**config.mk**
```make
export PLATFORM = sky130hd
export DESIGN_NAME = abkf_div
export DESIGN_NICKNAME = d
export VERILOG_FILES = /design/src/rtl/abkf_pkg.sv /design/src/rtl/abkf_div.sv
export SDC_FILE = /design/constraint.sdc
export NUM_CORES = 1
export LEC_CHECK = 0
export BUFFER_PORTS_ARGS = -buffer_cell sky130_fd_sc_hd__buf_4
export CAP_MARGIN = 20
export CORE_ASPECT_RATIO = 1.25
export CORE_MARGIN = 1.5
export CORE_UTILIZATION = 54
export CTS_CLUSTER_SIZE = 28
export DETAILED_ROUTE_END_ITERATION = 10
export GPL_TIMING_DRIVEN = 0
export MAX_ROUTING_LAYER = met4
export PLACE_DENSITY = 0.74
export SKIP_LAST_GASP = 1
export SYNTH_ARGS = -nofsm -noshare
export SYNTH_HDL_FRONTEND = slang
export SYNTH_SLANG_ARGS = --single-unit
```
**constraint.sdc**
```tcl
create_clock -name clock -period 9 [get_ports clock]
set_input_delay 0.45 -clock clock [delete_from_list [all_inputs] [get_ports clock]]
set_output_delay 0.45 -clock clock [all_outputs]
set_load 0.05 [all_outputs]
```
**src/rtl/abkf_pkg.sv**
```systemverilog
// shared types, constants and saturation helper of the angle and bias kalman filter
package abkf_pkg;

   localparam int VAL_W             = 48;
   localparam int CFG_W             = 47;
   localparam int CSR_IDX_W         = 2;
   localparam int FRAC_BITS_DEFAULT = 32;

   typedef enum logic [CSR_IDX_W-1:0] {
      CSR_ANGLE_NOISE,
      CSR_BIAS_NOISE,
      CSR_MEAS_NOISE,
      CSR_PERIOD
   } csr_index_type;

   typedef enum logic [1:0] {
      ST_IDLE,
      ST_MUL,
      ST_DIV,
      ST_DONE
   } state_type;

   typedef enum logic [3:0] {
      SP_ANGLE,
      SP_COV_AA,
      SP_COV_AB,
      SP_COV_BB,
      SU_COV_AA,
      SU_COV_AB,
      SU_COV_BA,
      SU_COV_BB,
      SU_ANGLE,
      SU_BIAS
   } step_type;

   typedef struct packed {
      logic                    start;
      logic signed [VAL_W-1:0] a;
      logic signed [VAL_W-1:0] b;
   } op_req_type;

   typedef struct packed {
      logic                    done;
      logic signed [VAL_W-1:0] result;
   } op_rsp_type;

   function automatic logic signed [VAL_W-1:0] sat_val(input logic signed [VAL_W+1:0] v);
      logic signed [VAL_W+1:0] vmax;
      logic signed [VAL_W+1:0] vmin;
      vmax = $signed({3'b000, {(VAL_W-1){1'b1}}});
      vmin = $signed({3'b111, {(VAL_W-1){1'b0}}});
      if (v > vmax) begin
         sat_val = vmax[VAL_W-1:0];
      end else if (v < vmin) begin
         sat_val = vmin[VAL_W-1:0];
      end else begin
         sat_val = v[VAL_W-1:0];
      end
   endfunction

   function automatic logic signed [VAL_W+1:0] ext_val(input logic signed [VAL_W-1:0] v);
      ext_val = {{2{v[VAL_W-1]}}, v};
   endfunction

endpackage

```
**src/rtl/abkf_div.sv**
```systemverilog
// bit serial restoring divider for the fixed point gain quotient
module abkf_div #(
   parameter int FRAC_BITS = abkf_pkg::FRAC_BITS_DEFAULT
) (
   input  logic                   clock,
   input  logic                   reset,
   input  abkf_pkg::op_req_type   op_req,
   output abkf_pkg::op_rsp_type   op_rsp
);

   localparam int VW = abkf_pkg::VAL_W;
   localparam int DW = VW + FRAC_BITS;
   localparam int CW = $clog2(DW + 1);
   localparam int QW = VW + 2;

   logic                 busy_ff, busy_in;
   logic                 done_ff, done_in;
   logic [CW-1:0]        cnt_ff, cnt_in;
   logic [DW-1:0]        dvd_ff, dvd_in;
   logic [VW-1:0]        ud_ff, ud_in;
   logic [VW-1:0]        rem_ff, rem_in;
   logic [QW-1:0]        q_ff, q_in;
   logic                 neg_ff, neg_in;
   logic signed [VW-1:0] res_ff, res_in;

   logic [VW:0]          r2;
   logic                 ge;
   logic [VW:0]          r_sub;
   logic [QW-1:0]        q2;
   logic [QW-1:0]        lim_neg, lim_pos;
   logic [VW-1:0]        un;
   logic signed [VW-1:0] vmax, vmin;

   always_comb begin
      lim_neg = {2'b00, 1'b1, {(VW-1){1'b0}}};
      lim_pos = {3'b000, {(VW-1){1'b1}}};
      vmax    = $signed({1'b0, {(VW-1){1'b1}}});
      vmin    = $signed({1'b1, {(VW-1){1'b0}}});
      r2      = {rem_ff, dvd_ff[DW-1]};
      ge      = r2 >= {1'b0, ud_ff};
      r_sub   = r2 - {1'b0, ud_ff};
      q2      = {q_ff[QW-2:0], ge};
      un      = op_req.a[VW-1] ? VW'(-op_req.a) : VW'(op_req.a);

      busy_in = busy_ff;
      done_in = 1'b0;
      cnt_in  = cnt_ff;
      dvd_in  = dvd_ff;
      ud_in   = ud_ff;
      rem_in  = rem_ff;
      q_in    = q_ff;
      neg_in  = neg_ff;
      res_in  = res_ff;
      if (op_req.start) begin
         if (op_req.b == '0) begin
            done_in = 1'b1;
            if (op_req.a == '0) begin
               res_in = '0;
            end else if (op_req.a[VW-1]) begin
               res_in = vmin;
            end else begin
               res_in = vmax;
            end
         end else begin
            busy_in = 1'b1;
            cnt_in  = '0;
            dvd_in  = {un, {FRAC_BITS{1'b0}}};
            ud_in   = op_req.b[VW-1] ? VW'(-op_req.b) : VW'(op_req.b);
            rem_in  = '0;
            q_in    = '0;
            neg_in  = op_req.a[VW-1] ^ op_req.b[VW-1];
         end
      end else if (busy_ff) begin
         if (cnt_ff == CW'(DW)) begin
            busy_in = 1'b0;
            done_in = 1'b1;
            if (neg_ff) begin
               res_in = (q_ff > lim_neg) ? vmin : VW'(-q_ff[VW-1:0]);
            end else begin
               res_in = (q_ff > lim_pos) ? vmax : $signed(q_ff[VW-1:0]);
            end
         end else begin
            rem_in = ge ? r_sub[VW-1:0] : r2[VW-1:0];
            q_in   = (q2 > lim_neg) ? lim_neg + QW'(1) : q2;
            dvd_in = {dvd_ff[DW-2:0], 1'b0};
            cnt_in = cnt_ff + CW'(1);
         end
      end
   end

   always_ff @(posedge clock) begin
      if (reset) begin
         busy_ff <= 1'b0;
         done_ff <= 1'b0;
         cnt_ff  <= '0;
      end else begin
         busy_ff <= busy_in;
         done_ff <= done_in;
         cnt_ff  <= cnt_in;
      end
      dvd_ff <= dvd_in;
      ud_ff  <= ud_in;
      rem_ff <= rem_in;
      q_ff   <= q_in;
      neg_ff <= neg_in;
      res_ff <= res_in;
   end

   assign op_rsp.done   = done_ff;
   assign op_rsp.result = res_ff;

endmodule

```
=== Yosys cells after proc, flatten, opt, wreduce, memory -nomap -nowiden ===
Cells that the tools add are included.
Widths: inputs -> output; s select.

* Input bits: 99
* Register bits: 284
* Word-level logic and storage cells: 69
* Output and inout port bits: 49

* Muxes and demuxes: 37
* $add $sub $neg: 5
* Reduce and logical (&&, ||, !) cells: 7
* Order comparisons: 4
* Bitwise operators: 2
* Equal/unequal tests: 4

{| class="wikitable"
|+ Operators by type and width
! kind !! number
|-
| $mux 48 || 15
|-
| $mux 80 || 4
|-
| $mux 50 || 5
|-
| $neg 48->48 || 3
|-
| $gt 50x48->1 const B || 2
|-
| $logic_not 48->1 || 2
|-
| $gt 50x47->1 const B || 1
|-
| $ge 49x48->1 || 1
|-
| $sub 48x48->48 || 1
|-
| $mux 47 || 1
|-
| $mux 7 || 4
|-
| $mux 1 || 8
|-
| $add 7x1->7 const B || 1
|-
| $eq 7x7->1 const B || 1
|-
| $reduce_and 3->1 || 2
|-
| $ne 2x2->1 const B || 2
|-
| $reduce_bool 2->1 || 2
|-
| $ne 2x1->1 const B || 1
|-
| $reduce_and 2->1 || 1
|-
| $not 1->1 || 1
|-
| $xor 1x1->1 || 1
|}

=== Logic depth before layout (Yosys ltp) ===
* Depth in word-level cells: 6
* Depth in mapped cells: 15
* Mapped depth without buffers: 13

=== Least setup slack after synthesis ===
OpenSTA, ideal clock, no wires.

* Path type: input to register
* Start: input port op_req[1] (netlist bit)
* End: register cnt_ff[6]
* Setup slack: 2.641 ns
* Data required time: 8.882 ns
* Library setup time: 0.118 ns
* Stages on the path: 12
* Arrival: 6.240 ns
* Cells stage by stage: inv_1 -> ha_1 -> or4b_2 -> nor2_1 -> nand4_1 -> or3_1 -> o21ai_0 -> nand2_1 -> nand4_1 -> or2_2 -> xor2_1 -> nor2_1

* Longest elaborated chain between the ends: 3

{| class="wikitable"
|+ RTL lines
! element !! RTL line !! RTL
|-
| start: declaration || abkf_div.sv:7 || <nowiki>input abkf_pkg::op_req_type op_req,</nowiki>
|-
| $logic_not 48->1 || abkf_div.sv:55 || <nowiki>if (op_req.b == '0) begin</nowiki>
|-
| $ne 2x2->1 (no line) || n/a ||
|-
| $reduce_and 3->1 (no line) || n/a ||
|-
| end signal: assignment || abkf_div.sv:99 || <nowiki>cnt_ff <= cnt_in;</nowiki>
|-
| end: declaration || abkf_div.sv:18 || <nowiki>logic [CW-1:0] cnt_ff, cnt_in;</nowiki>
|}

Every way passes these cells.
A chain may end at the register's enable or synchronous reset.

=== Final worst setup path ===
* Start: register rem_ff[17]
* End: register rem_ff[2] (data pin)

* Longest elaborated chain between the ends: 5

{| class="wikitable"
|+ RTL lines
! element !! RTL line !! RTL
|-
| start: declaration || abkf_div.sv:21 || <nowiki>logic [VW-1:0] rem_ff, rem_in;</nowiki>
|-
| start signal: assignment || abkf_div.sv:103 || <nowiki>rem_ff <= rem_in;</nowiki>
|-
| $ge 49x48->1 || abkf_div.sv:40 || <nowiki>ge = r2 >= {1'b0, ud_ff};</nowiki>
|-
| $mux 48 || abkf_div.sv:83 || <nowiki>rem_in = ge ? r_sub[VW-1:0] : r2[VW-1:0];</nowiki>
|-
| $mux 48 || abkf_div.sv:74 || <nowiki>if (cnt_ff == CW'(DW)) begin</nowiki>
|-
| $mux 48 || abkf_div.sv:73 || <nowiki>end else if (busy_ff) begin</nowiki>
|-
| $mux 48 || abkf_div.sv:54 || <nowiki>if (op_req.start) begin</nowiki>
|}

Every way passes these cells. The select of a mux whose other input is x is not followed.

==> qor.json <==
{
  "die": {
    "die-area_um2": 30200,
    "ioPinCount": 148,
    "die_w_um": 156,
    "placement_rows": 69,
    "initial_core_util_pct": 55.1,
    "floorplan.core_area_um2": 28600,
    "die_y_um": 194
  },
  "clocking": {
    "clk_root_buffer_cell": "clkbuf_16",
    "num_cts_buffers": 25,
    "clkTransAtPathRegs_ns": 0.06,
    "clock_h_tree_levels": 1,
    "tritoncts": "yes",
    "cts.path.max_buffers": 3,
    "post_cts_hold_buffer_count": 0,
    "number_of_buffers_inserted_by_post_cts_setup_repair": 0,
    "numClockSinks": 252,
    "insertion_delay_ns": 0.54,
    "cts_resized": 0
  },
  "flow_run": {
    "number_of_max_cap_violations": 0
  },
  "timing": {
    "fin_setup_tns_ns": 0,
    "number_of_setup_violations_in_the_final_report": 0,
    "max_freq_mhz": 207,
    "transition_at_the_pin_with_the_smallest_max_transition_slack_ns": 1.03,
    "final.period_utilization_pct": 53.7,
    "rsz0062_at_grt": "no",
    "final_period_minus_worst_setup_slack_ns": 4.83,
    "timing.hold.ws_ns": 0.114,
    "max_slew_violation_count": 0,
    "finalClockSkew_ns": 0.0200,
    "timing.max_slew.rel_slack_pct": 31.0,
    "timing.final.hold_violations": 0
  },
  "critical_path": {
    "rr_worst_depth": 13,
    "worstReg2RegEnd": "rem_ff[2]",
    "rrSetupSlack_ns": 4.17,
    "path_max_fanout": 10,
    "end_kind": "flop",
    "worst_ep_arrival_time_ns": 5.10,
    "start_kind": "flop",
    "crit-reg2reg-launch": "rem_ff[17]",
    "path_class": "reg2reg",
    "crit_required_ns": 9.27
  },
  "power": {
    "p_per_area_nw_per_um2": 219,
    "ir_drop_v": 0.000123,
    "power_leakage_nw": 7.08,
    "total_power_mw": 4.01
  },
  "cells_and_area": {
    "layout_commonest_cell": "edfxtp_1",
    "sequential_cell_area_um2": 7480,
    "syn_to_final_growth_pct": 16.1,
    "finalNetCount": 1938,
    "final_cell_mix": "edfxtp_1, nor2_1, buf_4, nand2_1, a21oi_1",
    "fillerInstances": 2348,
    "antenna-diode-count": 0,
    "layout-drive-gt1-share_pct": 12.9,
    "finish.utilization_pct": 64.0,
    "multiInputGateArea_um2": 7710
  },
  "logic_synthesis": {
    "syn_inst": 1606,
    "synth.top_cells.by_area": "edfxtp_1, xnor2_1, ha_1",
    "ys.flop_type": "edfxtp_1",
    "ys_seq_area_share_pct": 47.5,
    "synth-async-reset-ratio_pct": 0,
    "yosysTopAreaCellShare_pct": 46.3,
    "synthesis.area_per_instance_um2": 9.81,
    "synth_area_leader_cell": "edfxtp_1",
    "synth_enable_flop_cells": 243,
    "yosysUniqueCellTypes": 70,
    "syn_area_um2": 15800,
    "synth-warning-count": 0,
    "register_bit_count_reported_by_yosys": 252
  },
  "global_route": {
    "grt_overflow": 0,
    "grt_use_met2_pct": 47.3,
    "grt.busiest_layer": "met2",
    "grt_start_max_net_pins": 70,
    "grt_util_all_layers_pct": 27.5,
    "grt_antenna_before_repair": 0,
    "grt_first_pass_wirelength_mm": 64.7,
    "grt_util_met1_pct": 32.3,
    "grt_use_met3_pct": 3.06,
    "first_global_vias": 12800
  },
  "placed_design": {
    "portBuffers": 147,
    "detailedPlacementHpwl_mm": 29.7,
    "place.gp.congestion": 0.906
  },
  "routing": {
    "drc_errors": 0,
    "dr.pass1.iters": 5,
    "detailroute.via_count": 13100,
    "number_of_nets_with_antenna_violations_after_detailed_routing": 0,
    "detail_route.wl_per_cell_um": 18.3,
    "drt-vias-per-instance": 5.97,
    "totalWireLength_mm": 40.1,
    "drtIter0Drc": 865
  },
  "min_path": {
    "min_to": "ud_ff[0]",
    "hold_depth": 1,
    "worst_hold_launch": "op_req[0]",
    "hold_path.class": "in2reg"
  },
  "status": {
    "run_status": "complete, no violations"
  }
}
final cells by class:
| type | instances | area share (%) |
|---|---|---|
| Clock inverter | 20 | 1.07 |
| Buffer | 79 | 1.70 |
| Clock buffer | 26 | 3.44 |
| Sequential cell | 252 | 40.9 |
| Tap cell | 390 | 2.67 |
| Timing Repair Buffer | 151 | 6.55 |
| Multi-Input combinational cell | 1201 | 42.1 |
| Inverter | 75 | 1.54 |
worst max-delay path by stage:
stage                 end  startpoint  slack, ns
6_report        rem_ff[2]  rem_ff[17]       4.17
5_1_grt        rem_ff[23]  rem_ff[17]       3.77
4_1_cts         rem_ff[2]  rem_ff[17]       4.19
3_5_place_dp   rem_ff[39]  rem_ff[17]       4.20
3_3_place_gp    cnt_ff[6]   op_req[1]       0.34
2_1_floorplan   cnt_ff[6]   op_req[1]       2.64
routing by layer:
| metal | up-vias | wire length, µm |
|---|---|---|
| met5 | - | 0 |
| met4 | 0 | 1870 |
| met3 | 143 | 2000 |
| met2 | 472 | 20300 |
| met1 | 6190 | 15900 |
| li1 | 6291 | - |
critical path: stages (launching register included):
cell      delay, ns
edfxtp_1       0.39
ha_1           0.28
clkbuf_1       0.29
nand4_1        0.18
or4_1          0.51
or2_2          0.31
nor4_1         0.23
a32oi_1        0.17
a211oi_1       0.45
a221o_1        0.24
clkbuf_1       0.44
buf_1          0.72
mux2i_1        0.31
nor2_1         0.06
cell usage after synthesis, types with 22 or more instances:
library cell	instances
inv_1	75
edfxtp_1	243
or3_1	35
o31ai_1	39
nand3_1	22
xnor2_1	78
nor3_1	38
nor2_1	171
and2_1	49
a21oi_1	122
clkbuf_1	67
a21o_1	32
ha_1	53
mux2i_1	31
a211oi_1	39
o21ai_0	104
xor2_1	59
nand2_1	124
state kept, by name, summed over array words and instances, names as in the netlist:
name     flops
res_ff      48
rem_ff      48
cnt_ff       7
ud_ff       48
done_ff      1
neg_ff       1
dvd_ff      48
busy_ff      1
q_ff        50
cell families after synthesis:
group / share of synthesized area, %
compound gates: 18.0
simple gates: 16.8
mux: 1.97
other cells: 0.0238
buf+inv: 3.76
fa+ha+maj: 4.34
flops: 47.5
xor+xnor: 7.62
where the power goes:
part / switching [mW] / leakage [nW] / total [mW] / internal (mW)
registers: 0.0754 / 2.48 / 1.54 / 1.47
clock network: 0.444 / 0.406 / 1.06 / 0.620
logic: 0.850 / 4.20 / 1.40 / 0.550
through the flow:
stage | instance area (µm²) | worst slack, ns | cells
floorplan | 15800 | 2.64 | 1607
global placement | 17400 | 0.338 | 2144
detailed placement | 17500 | 4.20 | 2148
CTS | 18300 | 4.19 | 2194
global route | 18300 | 3.77 | 2194
finish | 18300 | 4.17 | 2194
Power figures use the tool's default switching activity.
